$ cat config.mk
export PLATFORM = sky130hd
export DESIGN_NAME = bmp_stream_pixel_unpacker
export DESIGN_NICKNAME = d
export VERILOG_FILES = /design/src/sv/bsp_pkg.sv /design/src/sv/bmp_stream_pixel_unpacker.sv
export SDC_FILE = /design/constraint.sdc
export NUM_CORES = 1
export LEC_CHECK = 0
export BUFFER_PORTS_ARGS = -buffer_cell sky130_fd_sc_hd__clkbuf_2
export CORE_UTILIZATION = 40
export DETAILED_ROUTE_END_ITERATION = 8
export GPL_TIMING_DRIVEN = 1
export HOLD_SLACK_MARGIN = 0.05
export SLEW_MARGIN = 15
export SYNTH_ARGS = -nofsm -noshare
export SYNTH_HDL_FRONTEND = slang
export SYNTH_SLANG_ARGS = --single-unit
$ cat constraint.sdc
create_clock -name clk -period 22.3 [get_ports clk]
set_input_delay 4.46 -clock clk [delete_from_list [all_inputs] [get_ports clk]]
set_output_delay 4.46 -clock clk [all_outputs]
set_load 0.005 [all_outputs]
$ cat src/sv/bsp_pkg.sv
// Shared types and constants for the BMP stream pixel unpacker.
// Used by bmp_stream_pixel_unpacker; depends on nothing else.
package bsp_pkg;

  localparam int DIM_W = 14;
  localparam int COORD_WIDTH_DEFAULT = 14;
  localparam int DIB_W = 10;
  localparam int PROD_W = 2 * DIM_W;

  localparam logic [DIM_W-1:0] MAX_IMAGE_DIM_RESET = DIM_W'(10000);
  localparam logic [DIB_W-1:0] MAX_DIB_HEADER_SIZE_RESET = DIB_W'(140);

  localparam logic [7:0] SIG_B = 8'h42;
  localparam logic [7:0] SIG_M = 8'h4D;
  localparam logic [7:0] ALPHA_OPAQUE = 8'hFF;
  localparam logic [15:0] DEPTH_24 = 16'd24;
  localparam logic [15:0] DEPTH_32 = 16'd32;
  localparam logic [DIB_W:0] FILE_HDR_BYTES = (DIB_W + 1)'(14);
  localparam logic [DIB_W-1:0] MIN_DIB_BYTES = DIB_W'(20);

  // Byte offsets of the header fields within the file.
  localparam logic [5:0] POS_SIG_B = 6'd0;
  localparam logic [5:0] POS_SIG_M = 6'd1;
  localparam logic [5:0] POS_FSIZE_0 = 6'd2;
  localparam logic [5:0] POS_FSIZE_1 = 6'd3;
  localparam logic [5:0] POS_FSIZE_2 = 6'd4;
  localparam logic [5:0] POS_FSIZE_3 = 6'd5;
  localparam logic [5:0] POS_DIB_0 = 6'd14;
  localparam logic [5:0] POS_DIB_1 = 6'd15;
  localparam logic [5:0] POS_DIB_2 = 6'd16;
  localparam logic [5:0] POS_DIB_3 = 6'd17;
  localparam logic [5:0] POS_WIDTH_0 = 6'd18;
  localparam logic [5:0] POS_WIDTH_1 = 6'd19;
  localparam logic [5:0] POS_WIDTH_2 = 6'd20;
  localparam logic [5:0] POS_WIDTH_3 = 6'd21;
  localparam logic [5:0] POS_HEIGHT_0 = 6'd22;
  localparam logic [5:0] POS_HEIGHT_1 = 6'd23;
  localparam logic [5:0] POS_HEIGHT_2 = 6'd24;
  localparam logic [5:0] POS_HEIGHT_3 = 6'd25;
  localparam logic [5:0] POS_DEPTH_0 = 6'd28;
  localparam logic [5:0] POS_DEPTH_1 = 6'd29;
  localparam logic [5:0] POS_COMP_0 = 6'd30;
  localparam logic [5:0] POS_COMP_1 = 6'd31;
  localparam logic [5:0] POS_COMP_2 = 6'd32;
  localparam logic [5:0] POS_COMP_3 = 6'd33;

  typedef enum logic [1:0] {
    PH_HEADER,
    PH_PIXELS,
    PH_DONE
  } phase_t;

  typedef enum logic [1:0] {
    ST_PIXEL = 2'd0,
    ST_BAD_SIGNATURE = 2'd1,
    ST_BAD_COMPRESSION = 2'd2,
    ST_BAD_PARAMS = 2'd3
  } status_t;

  typedef enum logic {
    REG_MAX_IMAGE_DIM = 1'b0,
    REG_MAX_DIB_HEADER_SIZE = 1'b1
  } reg_index_t;

  typedef struct packed {
    status_t status;
    logic [DIM_W-1:0] x;
    logic [DIM_W-1:0] y;
    logic [7:0] red;
    logic [7:0] green;
    logic [7:0] blue;
    logic [7:0] alpha;
    logic last;
  } result_t;

endpackage

$ cat src/sv/bmp_stream_pixel_unpacker.sv
// Top level of the BMP stream pixel unpacker: header parser, pixel unpacker,
// configuration registers and a two-entry result queue. Depends on bsp_pkg.

// The block takes one file byte per clock cycle while item_ready is high, and
// writes the result it causes into the result queue when the byte is accepted.
// A two-entry result queue sits at the output, so bytes keep flowing while one
// result waits; item_ready drops only when both queue entries hold results not
// yet taken. The width*height check uses a registered 14 by 14 bit product that
// is ready well before the last compression byte. Configuration registers
// should be written only while the block is idle.
module bmp_stream_pixel_unpacker #(
  parameter int COORD_WIDTH = bsp_pkg::COORD_WIDTH_DEFAULT
) (
  input  logic                   clk,
  input  logic                   rst,
  input  logic                   psel,
  input  logic                   penable,
  input  logic                   pwrite,
  input  logic [2:0]             paddr,
  input  logic [31:0]            pwdata,
  output logic [31:0]            prdata,
  output logic                   pready,
  input  logic                   item_valid,
  output logic                   item_ready,
  input  logic [7:0]             data_byte,
  input  logic                   first_byte,
  output logic                   result_valid,
  input  logic                   result_ready,
  output logic [1:0]             status,
  output logic [COORD_WIDTH-1:0] pixel_x,
  output logic [COORD_WIDTH-1:0] pixel_y,
  output logic [7:0]             red,
  output logic [7:0]             green,
  output logic [7:0]             blue,
  output logic [7:0]             alpha,
  output logic                   last_pixel
);

  localparam int DIM_W = bsp_pkg::DIM_W;
  localparam int DIB_W = bsp_pkg::DIB_W;
  localparam int PROD_W = bsp_pkg::PROD_W;

  logic [DIM_W-1:0] max_image_dim;
  logic [DIB_W-1:0] max_dib_header_size;
  logic cfg_write;
  bsp_pkg::reg_index_t cfg_sel;

  bsp_pkg::phase_t phase, phase_next;
  logic [31:0] byte_count, byte_count_next;
  logic [31:0] file_size, file_size_next;
  logic [DIB_W-1:0] dib_size, dib_size_next;
  logic dib_big, dib_big_next;
  logic [DIM_W-1:0] image_width, image_width_next;
  logic width_big, width_big_next;
  logic [DIM_W-1:0] image_height, image_height_next;
  logic height_big, height_big_next;
  logic [15:0] bit_depth, bit_depth_next;
  logic comp_nonzero, comp_nonzero_next;
  logic [23:0] pixel_accum, pixel_accum_next;
  logic [1:0] byte_in_pixel, byte_in_pixel_next;
  logic [DIM_W-1:0] column, column_next;
  logic [DIM_W-1:0] row, row_next;
  logic [1:0] pad_left, pad_left_next;
  logic [PROD_W-1:0] area;

  logic accept;
  logic push;
  logic pop;
  bsp_pkg::result_t res;
  bsp_pkg::result_t queue [2];
  logic wr_ptr;
  logic rd_ptr;
  logic [1:0] count;

  assign pready = 1'b1;
  assign cfg_sel = bsp_pkg::reg_index_t'(paddr[2]);
  assign cfg_write = psel && penable && pwrite && pready;

  always_comb begin
    case (cfg_sel)
      bsp_pkg::REG_MAX_IMAGE_DIM: prdata = 32'(max_image_dim);
      bsp_pkg::REG_MAX_DIB_HEADER_SIZE: prdata = 32'(max_dib_header_size);
      default: prdata = '0;
    endcase
  end

  always_ff @(posedge clk) begin
    if (rst) begin
      max_image_dim <= bsp_pkg::MAX_IMAGE_DIM_RESET;
      max_dib_header_size <= bsp_pkg::MAX_DIB_HEADER_SIZE_RESET;
    end else if (cfg_write) begin
      case (cfg_sel)
        bsp_pkg::REG_MAX_IMAGE_DIM: max_image_dim <= pwdata[DIM_W-1:0];
        bsp_pkg::REG_MAX_DIB_HEADER_SIZE: max_dib_header_size <= pwdata[DIB_W-1:0];
        default: ;
      endcase
    end
  end

  assign item_ready = (count != 2'd2);
  assign accept = item_valid && item_ready;
  assign result_valid = (count != 2'd0);
  assign pop = result_valid && result_ready;

  always_ff @(posedge clk) begin
    area <= PROD_W'(image_width) * PROD_W'(image_height);
  end

  always_comb begin
    bsp_pkg::phase_t ph;
    logic [31:0] bc;
    logic [31:0] fsz;
    logic [DIB_W-1:0] dib;
    logic dbig;
    logic [DIM_W-1:0] w;
    logic wbig;
    logic [DIM_W-1:0] h;
    logic hbig;
    logic [15:0] depth;
    logic cnz;
    logic [23:0] acc;
    logic [1:0] bip;
    logic [DIM_W-1:0] col;
    logic [DIM_W-1:0] rw;
    logic [1:0] pad;
    logic [7:0] b;
    logic params_ok;
    logic bpp4;
    logic emit;
    logic [23:0] emit_acc;
    logic [7:0] emit_alpha;

    ph = phase;
    bc = byte_count;
    fsz = file_size;
    dib = dib_size;
    dbig = dib_big;
    w = image_width;
    wbig = width_big;
    h = image_height;
    hbig = height_big;
    depth = bit_depth;
    cnz = comp_nonzero;
    acc = pixel_accum;
    bip = byte_in_pixel;
    col = column;
    rw = row;
    pad = pad_left;
    if (first_byte) begin
      ph = bsp_pkg::PH_HEADER;
      bc = '0;
      fsz = '0;
      dib = '0;
      dbig = 1'b0;
      w = '0;
      wbig = 1'b0;
      h = '0;
      hbig = 1'b0;
      depth = '0;
      cnz = 1'b0;
      acc = '0;
      bip = '0;
      col = '0;
      rw = '0;
      pad = '0;
    end
    b = data_byte;

    phase_next = ph;
    byte_count_next = (&bc) ? bc : bc + 32'd1;
    file_size_next = fsz;
    dib_size_next = dib;
    dib_big_next = dbig;
    image_width_next = w;
    width_big_next = wbig;
    image_height_next = h;
    height_big_next = hbig;
    bit_depth_next = depth;
    comp_nonzero_next = cnz;
    pixel_accum_next = acc;
    byte_in_pixel_next = bip;
    column_next = col;
    row_next = rw;
    pad_left_next = pad;

    params_ok = !wbig && !hbig && (w <= max_image_dim) && (h <= max_image_dim)
      && (32'(area) <= fsz) && !dbig && (dib <= max_dib_header_size)
      && (dib >= bsp_pkg::MIN_DIB_BYTES)
      && (depth == bsp_pkg::DEPTH_24 || depth == bsp_pkg::DEPTH_32);
    bpp4 = (depth == bsp_pkg::DEPTH_32);
    emit = 1'b0;
    emit_acc = acc;
    emit_alpha = bsp_pkg::ALPHA_OPAQUE;
    push = 1'b0;
    res = '0;

    case (ph)
      bsp_pkg::PH_HEADER: begin
        if (bc == 32'(bsp_pkg::POS_SIG_B) && b != bsp_pkg::SIG_B) begin
          push = 1'b1;
          res.status = bsp_pkg::ST_BAD_SIGNATURE;
          phase_next = bsp_pkg::PH_DONE;
        end else if (bc == 32'(bsp_pkg::POS_SIG_M) && b != bsp_pkg::SIG_M) begin
          push = 1'b1;
          res.status = bsp_pkg::ST_BAD_SIGNATURE;
          phase_next = bsp_pkg::PH_DONE;
        end else if (bc[31:6] == '0) begin
          case (bc[5:0])
            bsp_pkg::POS_FSIZE_0: file_size_next[7:0] = b;
            bsp_pkg::POS_FSIZE_1: file_size_next[15:8] = b;
            bsp_pkg::POS_FSIZE_2: file_size_next[23:16] = b;
            bsp_pkg::POS_FSIZE_3: file_size_next[31:24] = b;
            bsp_pkg::POS_DIB_0: dib_size_next[7:0] = b;
            bsp_pkg::POS_DIB_1: begin
              dib_size_next[DIB_W-1:8] = b[DIB_W-9:0];
              dib_big_next = dbig || (b[7:DIB_W-8] != '0);
            end
            bsp_pkg::POS_DIB_2, bsp_pkg::POS_DIB_3: dib_big_next = dbig || (b != '0);
            bsp_pkg::POS_WIDTH_0: image_width_next[7:0] = b;
            bsp_pkg::POS_WIDTH_1: begin
              image_width_next[DIM_W-1:8] = b[DIM_W-9:0];
              width_big_next = wbig || (b[7:DIM_W-8] != '0);
            end
            bsp_pkg::POS_WIDTH_2, bsp_pkg::POS_WIDTH_3: width_big_next = wbig || (b != '0);
            bsp_pkg::POS_HEIGHT_0: image_height_next[7:0] = b;
            bsp_pkg::POS_HEIGHT_1: begin
              image_height_next[DIM_W-1:8] = b[DIM_W-9:0];
              height_big_next = hbig || (b[7:DIM_W-8] != '0);
            end
            bsp_pkg::POS_HEIGHT_2, bsp_pkg::POS_HEIGHT_3: height_big_next = hbig || (b != '0);
            bsp_pkg::POS_DEPTH_0: bit_depth_next[7:0] = b;
            bsp_pkg::POS_DEPTH_1: bit_depth_next[15:8] = b;
            bsp_pkg::POS_COMP_0, bsp_pkg::POS_COMP_1, bsp_pkg::POS_COMP_2,
            bsp_pkg::POS_COMP_3: comp_nonzero_next = cnz || (b != '0);
            default: ;
          endcase
          if (bc[5:0] == bsp_pkg::POS_COMP_3) begin
            if (comp_nonzero_next) begin
              push = 1'b1;
              res.status = bsp_pkg::ST_BAD_COMPRESSION;
              phase_next = bsp_pkg::PH_DONE;
            end else if (!params_ok) begin
              push = 1'b1;
              res.status = bsp_pkg::ST_BAD_PARAMS;
              phase_next = bsp_pkg::PH_DONE;
            end else if (w == '0 || h == '0) begin
              phase_next = bsp_pkg::PH_DONE;
            end else begin
              phase_next = bsp_pkg::PH_PIXELS;
            end
          end
        end
      end
      bsp_pkg::PH_PIXELS: begin
        if (bc < 32'({1'b0, dib} + bsp_pkg::FILE_HDR_BYTES)) begin
          byte_in_pixel_next = bip;
        end else if (pad != 2'd0) begin
          pad_left_next = pad - 2'd1;
        end else if (bip != 2'd3) begin
          pixel_accum_next = acc | (24'(b) << {bip, 3'b000});
          byte_in_pixel_next = bip + 2'd1;
          if (bip == 2'd2 && !bpp4) begin
            emit = 1'b1;
            emit_acc = pixel_accum_next;
          end
        end else begin
          emit = 1'b1;
          emit_alpha = b;
        end
        if (emit) begin
          push = 1'b1;
          res.status = bsp_pkg::ST_PIXEL;
          res.x = col;
          res.y = h - DIM_W'(1) - rw;
          res.red = emit_acc[23:16];
          res.green = emit_acc[15:8];
          res.blue = emit_acc[7:0];
          res.alpha = emit_alpha;
          res.last = (rw == h - DIM_W'(1)) && (col == w - DIM_W'(1));
          pixel_accum_next = '0;
          byte_in_pixel_next = '0;
          if (col == w - DIM_W'(1)) begin
            column_next = '0;
            row_next = rw + DIM_W'(1);
            pad_left_next = bpp4 ? 2'd0 : w[1:0];
            if (rw == h - DIM_W'(1)) begin
              phase_next = bsp_pkg::PH_DONE;
            end
          end else begin
            column_next = col + DIM_W'(1);
          end
        end
      end
      default: ;
    endcase
  end

  always_ff @(posedge clk) begin
    if (rst) begin
      phase <= bsp_pkg::PH_HEADER;
      byte_count <= '0;
      file_size <= '0;
      dib_size <= '0;
      dib_big <= 1'b0;
      image_width <= '0;
      width_big <= 1'b0;
      image_height <= '0;
      height_big <= 1'b0;
      bit_depth <= '0;
      comp_nonzero <= 1'b0;
      pixel_accum <= '0;
      byte_in_pixel <= '0;
      column <= '0;
      row <= '0;
      pad_left <= '0;
    end else if (accept) begin
      phase <= phase_next;
      byte_count <= byte_count_next;
      file_size <= file_size_next;
      dib_size <= dib_size_next;
      dib_big <= dib_big_next;
      image_width <= image_width_next;
      width_big <= width_big_next;
      image_height <= image_height_next;
      height_big <= height_big_next;
      bit_depth <= bit_depth_next;
      comp_nonzero <= comp_nonzero_next;
      pixel_accum <= pixel_accum_next;
      byte_in_pixel <= byte_in_pixel_next;
      column <= column_next;
      row <= row_next;
      pad_left <= pad_left_next;
    end
  end

  always_ff @(posedge clk) begin
    if (rst) begin
      wr_ptr <= 1'b0;
      rd_ptr <= 1'b0;
      count <= 2'd0;
    end else begin
      if (accept && push) begin
        wr_ptr <= ~wr_ptr;
      end
      if (pop) begin
        rd_ptr <= ~rd_ptr;
      end
      count <= count + 2'((accept && push) ? 1 : 0) - 2'(pop ? 1 : 0);
    end
  end

  always_ff @(posedge clk) begin
    if (accept && push) begin
      queue[wr_ptr] <= res;
    end
  end

  assign status = queue[rd_ptr].status;
  assign pixel_x = COORD_WIDTH'(queue[rd_ptr].x);
  assign pixel_y = COORD_WIDTH'(queue[rd_ptr].y);
  assign red = queue[rd_ptr].red;
  assign green = queue[rd_ptr].green;
  assign blue = queue[rd_ptr].blue;
  assign alpha = queue[rd_ptr].alpha;
  assign last_pixel = queue[rd_ptr].last;

  a_queue_bound: assert property (@(posedge clk) disable iff (rst)
    count != 2'd3)
    else $error("Result queue holds more than two items.");

  a_error_ends_file: assert property (@(posedge clk) disable iff (rst)
    (accept && push && res.status != bsp_pkg::ST_PIXEL) |=> (phase == bsp_pkg::PH_DONE))
    else $error("Parser keeps running after reporting an error.");

  a_last_ends_file: assert property (@(posedge clk) disable iff (rst)
    (accept && push && res.last) |=> (phase == bsp_pkg::PH_DONE))
    else $error("Parser keeps running after the last pixel.");

  a_pixel_depth: assert property (@(posedge clk) disable iff (rst)
    (phase == bsp_pkg::PH_PIXELS)
      |-> (bit_depth == bsp_pkg::DEPTH_24 || bit_depth == bsp_pkg::DEPTH_32))
    else $error("Pixel phase entered with an unsupported bit depth.");

  a_pop_drains: assert property (@(posedge clk) disable iff (rst)
    (pop && !(accept && push)) |=> (count == $past(count) - 2'd1))
    else $error("Result queue count does not drop on a lone pop.");

endmodule
Yosys cells after proc, flatten, opt, wreduce, memory -nomap -nowiden:

Memories as Yosys holds them, arrays and structs flattened. A register that Yosys moved wholly into a read port is not among the register bits.
Index checks and enable logic that the tools add are counted.

* register bits: 236
* memory bits (writable): 126
* output and inout port bits: 98
* word-level logic and storage cells: 268
* memories kept: 1

* $add $sub $neg: 11
* $mul: 1
* order comparisons: 6
* eq/ne operators: 33
* shift-type cells: 1
* muxes and demuxes: 142
* bitwise gates (word level): 4
* reductions and logical operators: 47

Memories
* queue: words 2, bits a word 63, rd ports 1, clocked after memory_dff 1, wr ports 1, line bmp_stream_pixel_unpacker.sv:70 `bsp_pkg::result_t queue [2];`

Operators by type and width (number)
* 14-bit two-way mux: 18
* 24-bit two-way mux: 10
* 32-bit two-way mux: 7
* 61-bit two-way mux: 2
* 8-bit two-way mux: 12
* 6-bit by 5-bit == test with 1-bit output, second input constant: 14
* 16-bit two-way mux: 5
* 32-bit one-hot mux with 2 select lines: 1
* 2-bit two-way mux: 31
* 10-bit two-way mux: 5
* 1-bit two-way mux: 43
* 32-bit by 1-bit adder with 32-bit output, second input constant: 1
* 32-bit by 1-bit == test with 1-bit output, second input constant: 1
* 28-bit by 32-bit <= comparator with 1-bit output: 1
* 32-bit logical NOT: 1
* 32-bit by 11-bit < comparator with 1-bit output: 1
* 32-bit AND reduction: 1
* 14-bit by 1-bit adder with 14-bit output, second input constant: 2
* 14-bit == test: 2
* 14-bit <= comparator: 2
* 14-bit logical NOT: 2
* 14-bit by 14-bit multiplier with 28-bit output: 1
* 14-bit by 1-bit subtractor with 14-bit output, second input constant: 2
* 26-bit logical NOT: 1
* other kinds (34): 79

Depth between registers and ports, before layout:

Gate-level depths: netlist of the first run.

* depth after elaboration: 21
* gate-level depth with buffers: 25
* mapped depth without buffers: 22

Worst setup path before layout of the first run:

No wires, ideal clock.

* path kind: input-to-reg
* start point: input first_byte
* end point: memory queue[0][0] (netlist name), enable pin
* library setup time: 484 ps
* data arrival time: 10419 ps
* required time: 21816 ps
* path slack: 11397 ps
* cell stages on the path: 17
* buffers on the path: 6
* cells stage by stage: buf_2 inv_2 buf_4 clkbuf_1 buf_1 clkbuf_1 clkbuf_1 nand2_1 ha_1 nand4_1 or2_2 nand2b_1 a31oi_1 a2111oi_0 a311oi_1 o31ai_4 nor2_1

* word-level cells in the longest chain between the ends: 20

Ends and longest elaborated chain
* start: declaration: line bmp_stream_pixel_unpacker.sv:26 `input logic first_byte,`
* branches (longest 16 deep; another with 32-bit by 11-bit < comparator with 1-bit output)
* 1-bit one-hot mux with 2 select lines *: line bmp_stream_pixel_unpacker.sv:197 `case (ph)`
* 1-bit logical AND *: line bmp_stream_pixel_unpacker.sv:353 `if (accept && push) begin`
* 1-bit two-way mux *: line bmp_stream_pixel_unpacker.sv:353
* 1-bit two-way mux (implied by the code) *: line bmp_stream_pixel_unpacker.sv:354 `queue[wr_ptr] <= res;`
* end: declaration: line bmp_stream_pixel_unpacker.sv:70

Mark *: on every way between the ends. The select of a mux whose other input is x is not followed.

Worst setup path in the final report of the first run:

* start point: input paddr[2]
* end point: output prdata[0]

* word-level cells in the longest chain between the ends: 2

Ends and longest elaborated chain
* start: declaration: line bmp_stream_pixel_unpacker.sv:19 `input logic [2:0] paddr,`
* 1-bit NOT
* 32-bit one-hot mux with 2 select lines *: line bmp_stream_pixel_unpacker.sv:80 `case (cfg_sel)`
* end: declaration: line bmp_stream_pixel_unpacker.sv:21 `output logic [31:0] prdata,`

Every way passes the cells marked *; elsewhere a longest branch is shown, timed or not. The select of a mux whose other input is x is not followed.

==> flow_metrics.py, run 1 <==
metrics = {
    "clocking": {
        "cts_resized": 0,
        "hold_buffers": 0,
        "cts-buffers-inserted": 40,
        "clk_latency_ns": 0.59,
        "htree_levels": 2,
        "cts_root_buf": "clkbuf_16",
        "clock_sinks": 363,
        "cts_tree": "yes",
        "post_cts_buffers": 0,
        "worst_setup_hold_path_clk_slew_ns": 0.05,
        "cts_buffer_depth": 3,
    },
    "worst_setup_path": {
        "critPathRequiredTime_ns": 17.84,
        "crit_path_top_delay_cell": "mux2_2",
        "crit_top_cell": "clkbuf_2",
        "end_kind": "output port",
        "start_kind": "input port",
        "crit_arrival_ns": 5.35,
        "crit_buf_inv": 2,
        "critPathMaxStageDelay_ns": 0.40,
        "crit_path_max_fanout": 26,
        "cp_top_family": "buffers and inverters",
        "criticalPathCategory": "in -> out",
        "cp_cell_sequence": "clkbuf_2, mux2_2, clkbuf_2",
    },
    "drt": {
        "dr.pass1.iters": 7,
        "avgRoutedWirePerCell_um": 18.6,
        "drc": 0,
        "first_iter_violations": 1309,
        "ant_nets": 0,
        "totalWireLength_um": 69600,
        "vias": 20700,
        "post_drt_via_cell_ratio": 5.54,
    },
    "placement": {
        "io_buffers": 109,
        "post_dp_cell_area_um2": 27100,
        "hpwl_um": 50200,
        "gp_congestion": 0.921,
    },
    "timing": {
        "slew_violations": 0,
        "tns_ns": 0,
        "period_share": 0.440,
        "rsz0062_at_grt": "false",
        "clock_skew_ns": 0.0383,
        "post-route-min-period_ns": 9.81,
        "tightestPinTransition_ns": 1.24,
        "max_freq_mhz": 102,
        "final_hold_viol_count": 0,
        "setup_viol": 0,
        "slew_headroom": 0.173,
    },
    "layout": {
        "final_common_cell": "nand2_1",
        "nFillCells": 6137,
        "multiInputGateArea_um2": 15800,
        "antenna_cells": 0,
        "regArea_um2": 8530,
        "design_area_um2": 28600,
        "nNetsFinal": 3242,
        "area_growth_pct": 10.1,
        "drive_above_1_share": 0.117,
        "final_cell_mix": "nand2_1, inv_1, dfxtp_1",
    },
    "global_routing": {
        "grt-ovfl-total": 0,
        "gr-usage-all-layers": 0.211,
        "antenna_found_initial": 0,
        "grt_pass1_vias": 21000,
        "grt_pass1_wl_um": 112000,
        "grt_start_max_net_pins": 97,
    },
    "synth": {
        "synth_edf_count": 126,
        "avgSynthCellArea_um2": 9.16,
        "syn_inst": 2835,
        "ys_ff_latch": 363,
        "synth_cell_type_count": 100,
        "ys.flop_type": "dfxtp_1",
        "async_reset_ff_frac": 0,
        "ys_seq_area_frac": 0.328,
        "yosysWarnings": 0,
        "synth_area_um2": 26000,
    },
    "floorplanning": {
        "num_rows": 93,
        "die_area_um2": 65900,
        "initial_utilization": 0.404,
        "die_x_um": 257,
        "die_h_um": 257,
        "io_pins": 149,
        "core_um2": 64300,
    },
    "hold_path": {
        "hold_class": "reg -> reg",
    },
    "pwr": {
        "leakage_nw": 12.0,
        "power_density_nw_per_um2": 59.3,
        "ir_drop_mv": 0.0509,
        "p_total_mw": 1.69,
    },
    "run_status": {
        "outcome": "completed",
    },
    "job": {
        "drv_cap": 0,
    },
}
## power breakdown
part | internal [mW] | switching (mW)
combinational | 0.0972 | 0.135
sequential | 0.728 | 0.0104
clock | 0.436 | 0.288
## cell usage after synthesis (7+ instances only)
cell	count	area (um^2)
dfxtp_1	237	4740
or4_1	7	52.6
and4_1	9	78.8
a22o_1	36	315
a311oi_1	9	78.8
mux2_2	68	766
a211oi_1	12	90.1
o31ai_1	11	82.6
or3_1	14	87.6
nor3b_1	7	52.6
a21o_1	16	120
nand3_1	68	340
nor2_1	200	751
inv_1	252	946
o211ai_1	13	97.6
and3_1	58	363
clkbuf_1	123	462
o21bai_1	12	90.1
edfxtp_1	126	3780
nor3_1	47	235
nand2b_1	27	169
buf_2	17	85.1
a211o_1	16	140
o21ai_0	74	370
xor2_1	34	298
buf_4	22	165
buf_1	16	60.1
o21a_1	9	67.6
xnor2_1	57	499
ha_1	194	2430
a32o_1	7	70.1
a31oi_1	12	75.1
a22oi_1	33	248
fa_1	142	2840
nor2b_1	62	388
o2bb2ai_1	23	201
nand2_1	325	1220
nand4_1	38	238
and2_1	110	688
nor4_1	25	156
a32oi_1	10	87.6
a21oi_1	130	651
## tightest hold or removal path: cells and delay by family, from the launching register on
family             cells  cell delay (ns)
DFF                    1             0.31
AOI/OAI and AO/OA      1             0.05
and+or+nand+nor        1             0.05
## registers in the layout, summed over array words and instances (netlist names), 2 cells and up, named ones only
register	flops
queue	126
byte_count	32
file_size	32
area	28
pixel_accum	24
bit_depth	16
column	14
image_height	14
image_width	14
max_image_dim	14
row	14
dib_size	10
max_dib_header_size	10
byte_in_pixel	2
count	2
pad_left	2
phase	2
## cells by family after synthesis
kind of cell,Yosys count,synth area share
adders and majority gates,336,0.203
AOI/OAI and AO/OA,493,0.135
muxes,73,0.0316
and+or+nand+nor,1042,0.203
xor gates and xnor gates,91,0.0307
DFF,363,0.328
buffers and inverters,435,0.0680
other,2,0.000289
## layout make-up
class	count	area share
inverters	253	0.0332
flip-flops and latches	363	0.298
well taps	855	0.0374
clock buffers	44	0.0362
repair buffers	143	0.0283
multi-input cells	2054	0.552
clock inverters	29	0.0148
## layer usage
| metal | part of all wire | global-route usage | wire [um] | vias to the layer above |
|---|---|---|---|---|
| li1 | - | - | - | 9792 |
| met1 | 0.44 | 0.272 | 30700 | 10200 |
| met2 | 0.48 | 0.360 | 33300 | 592 |
| met3 | 0.047 | 0.0268 | 3280 | 132 |
| met4 | 0.033 | 0.0756 | 2280 | 0 |
| met5 | 0 | 0 | 0 | - |
## path summary, 6_finish.rpt
check | from | end | cells after the start | slack, ns
worst max-delay path | paddr[2] | prdata[0] | 3 | 12.49
worst min-delay path | height_big | height_big | 2 | 0.46
worst max register to register | image_height[5] | area[26] | 19 | 15.65
worst min register to register | height_big | height_big | 2 | 0.46
## metrics by stage
step / std cells / worst slack [ns] / hold WS [ns] / util
after floorplan: 2852 / 11.40 / 0.424 / -
after global placement: 3668 / 12.27 / 0.441 / 0.421
after detailed placement: 3668 / 12.18 / 0.439 / 0.421
after CTS: 3741 / 12.51 / 0.456 / 0.444
after global routing: 3741 / 12.40 / 0.472 / 0.444
final: 3741 / 12.49 / 0.455 / 0.444
(Power assumes the default switching activity.)
==> run 2, diff against run 1 <==
Clock period 22.3 ns to 9.7 ns, I/O delays scaled along.
==> run 2 against run 1 <==
  * Critical path type is now in -> reg
  * Hold slack is essentially flat
  * Sequential power grew 130%
  * Critical path depth grew 20
  * Highest routed layer unchanged
  * Critical endpoint is now count[1]
  * Global-route usage grew 0.25 points
  * Utilization is essentially flat
==> flow_metrics.py, run 2 (synthesis gave the netlist of run 1 again) <==
metrics = {
    "layout": {
        "regMostFlops": "queue",
        "nNetsFinal": 3244,
        "final_cell_mix": "nand2_1, inv_1, dfxtp_1",
        "drive_above_1_share": 0.117,
        "fin_util": 0.444,
        "reg.largest.list": "queue (126), byte_count (32), file_size (32)",
        "largest_register_ff_count": 126,
        "area_growth_pct": 10.1,
        "antenna_cells": 0,
        "final_common_cell": "nand2_1",
    },
    "floorplanning": {
        "die_h_um": 257,
        "num_rows": 93,
        "io_pins": 149,
        "core_um2": 64300,
        "initial_utilization": 0.404,
        "die_x_um": 257,
        "die_area_um2": 65900,
    },
    "timing": {
        "hold_slack_ns": 0.456,
        "slew_headroom": 0.230,
        "clock_skew_ns": 0.0226,
        "tns_ns": 0,
        "slew_violations": 0,
        "rsz0062_at_grt": "false",
        "post-route-min-period_ns": 6.84,
        "tightestPinTransition_ns": 1.15,
        "period_share": 0.705,
        "max_freq_mhz": 146,
        "final_hold_viol_count": 0,
        "setup_viol": 0,
    },
    "clocking": {
        "clock_sinks": 363,
        "cts_resized": 0,
        "clk_latency_ns": 0.59,
        "cts_root_buf": "clkbuf_16",
        "cts-buffers-inserted": 41,
        "hold_buffers": 0,
        "cts_tree": "yes",
        "worst_setup_hold_path_clk_slew_ns": 0.06,
        "cts_buffer_depth": 3,
        "post_cts_buffers": 0,
        "htree_levels": 2,
    },
    "global_routing": {
        "use_met1": 0.277,
        "grt_start_max_net_pins": 97,
        "grt_pass1_wl_um": 113000,
        "grt-ovfl-total": 0,
        "grt_pass1_vias": 21000,
        "busiest_layer": "met2",
        "met3_usage": 0.0265,
        "gr-usage-all-layers": 0.213,
        "grtUsageMet2": 0.357,
        "antenna_found_initial": 0,
    },
    "pwr": {
        "leakage_nw": 12.0,
        "power_density_nw_per_um2": 136,
        "ir_drop_mv": 0.108,
    },
    "drt": {
        "first_iter_violations": 1486,
        "drc": 0,
        "avgRoutedWirePerCell_um": 18.7,
        "totalWireLength_um": 70000,
        "ant_nets": 0,
        "dr.pass1.iters": 5,
        "post_drt_via_cell_ratio": 5.53,
        "vias": 20700,
    },
    "run_status": {
        "outcome": "completed",
    },
    "worst_setup_path": {
        "end_kind": "flop",
        "crit_path_max_fanout": 45,
        "criticalPathCategory": "in -> reg",
        "start_kind": "input port",
        "crit_arrival_ns": 7.29,
        "critPathRequiredTime_ns": 10.15,
    },
    "placement": {
        "gp_congestion": 0.905,
        "io_buffers": 109,
        "hpwl_um": 50500,
    },
    "hold_path": {
        "hold_class": "reg -> reg",
    },
    "job": {
        "drv_cap": 0,
    },
}
==> run 2: per-layer routing <==
layer,part of all wire,routed length [um]
met2,0.47,33200
met3,0.048,3350
met5,0,0
met1,0.44,30600
met4,0.041,2910
==> run 2: metrics by stage <==
step                cell area [um^2]  worst slack (ns)  power (mW)  std cells
global placement               27100              2.30        2.27       3669
floorplan                      26000              1.32        2.07       2852
detailed placement             27100              2.25        2.28       3669
global route                   28600              2.44        4.05       3744
finish                         28600              2.86        3.90       3744
CTS                            28600              2.85        3.94       3744
==> run 2: worst paths after layout <==
kind                    startpoint               end  slack (ns)  cells past startpoint
setup / recovery        first_byte          count[1]        2.86                     23
hold / removal    max_image_dim[3]  max_image_dim[3]        0.46                      2
setup reg to reg   image_height[5]          area[26]        3.17                     19
hold reg to reg   max_image_dim[3]  max_image_dim[3]        0.46                      2
==> run 2: cell type report <==
type / count / area [um^2]
clock buffer: 47 / 1090
clock inverter: 28 / 362
fill: 6159 / 35800
inverter: 253 / 950
multi-input combinational: 2054 / 15800
sequential: 363 / 8530
tap: 855 / 1070
timing repair buffer: 144 / 817
==> run 2: power breakdown <==
part	leakage (nW)	total, mW	switching, mW	internal, mW
logic	8.18	0.539	0.315	0.224
clock network	0.713	1.66	0.675	0.984
registers	3.09	1.70	0.0247	1.67
total	12.0	3.90	1.02	2.88
==> run 2: critical path, stage by stage <==
cell,delay (ns)
buf_4,0.25
inv_2,0.71
buf_4,0.41
nand2_1,0.12
ha_1,0.22
a21oi_1,0.17
nand2_1,0.10
xnor2_1,0.14
nand2_1,0.07
ha_1,0.30
a21o_1,0.18
a21o_1,0.18
a21o_1,0.20
a211o_1,0.34
o21ai_4,0.33
nor2_4,0.14
o31ai_4,0.52
ha_1,0.32
inv_1,0.05
ha_1,0.15
xor2_1,0.19
xnor2_1,0.15
nor2_1,0.06
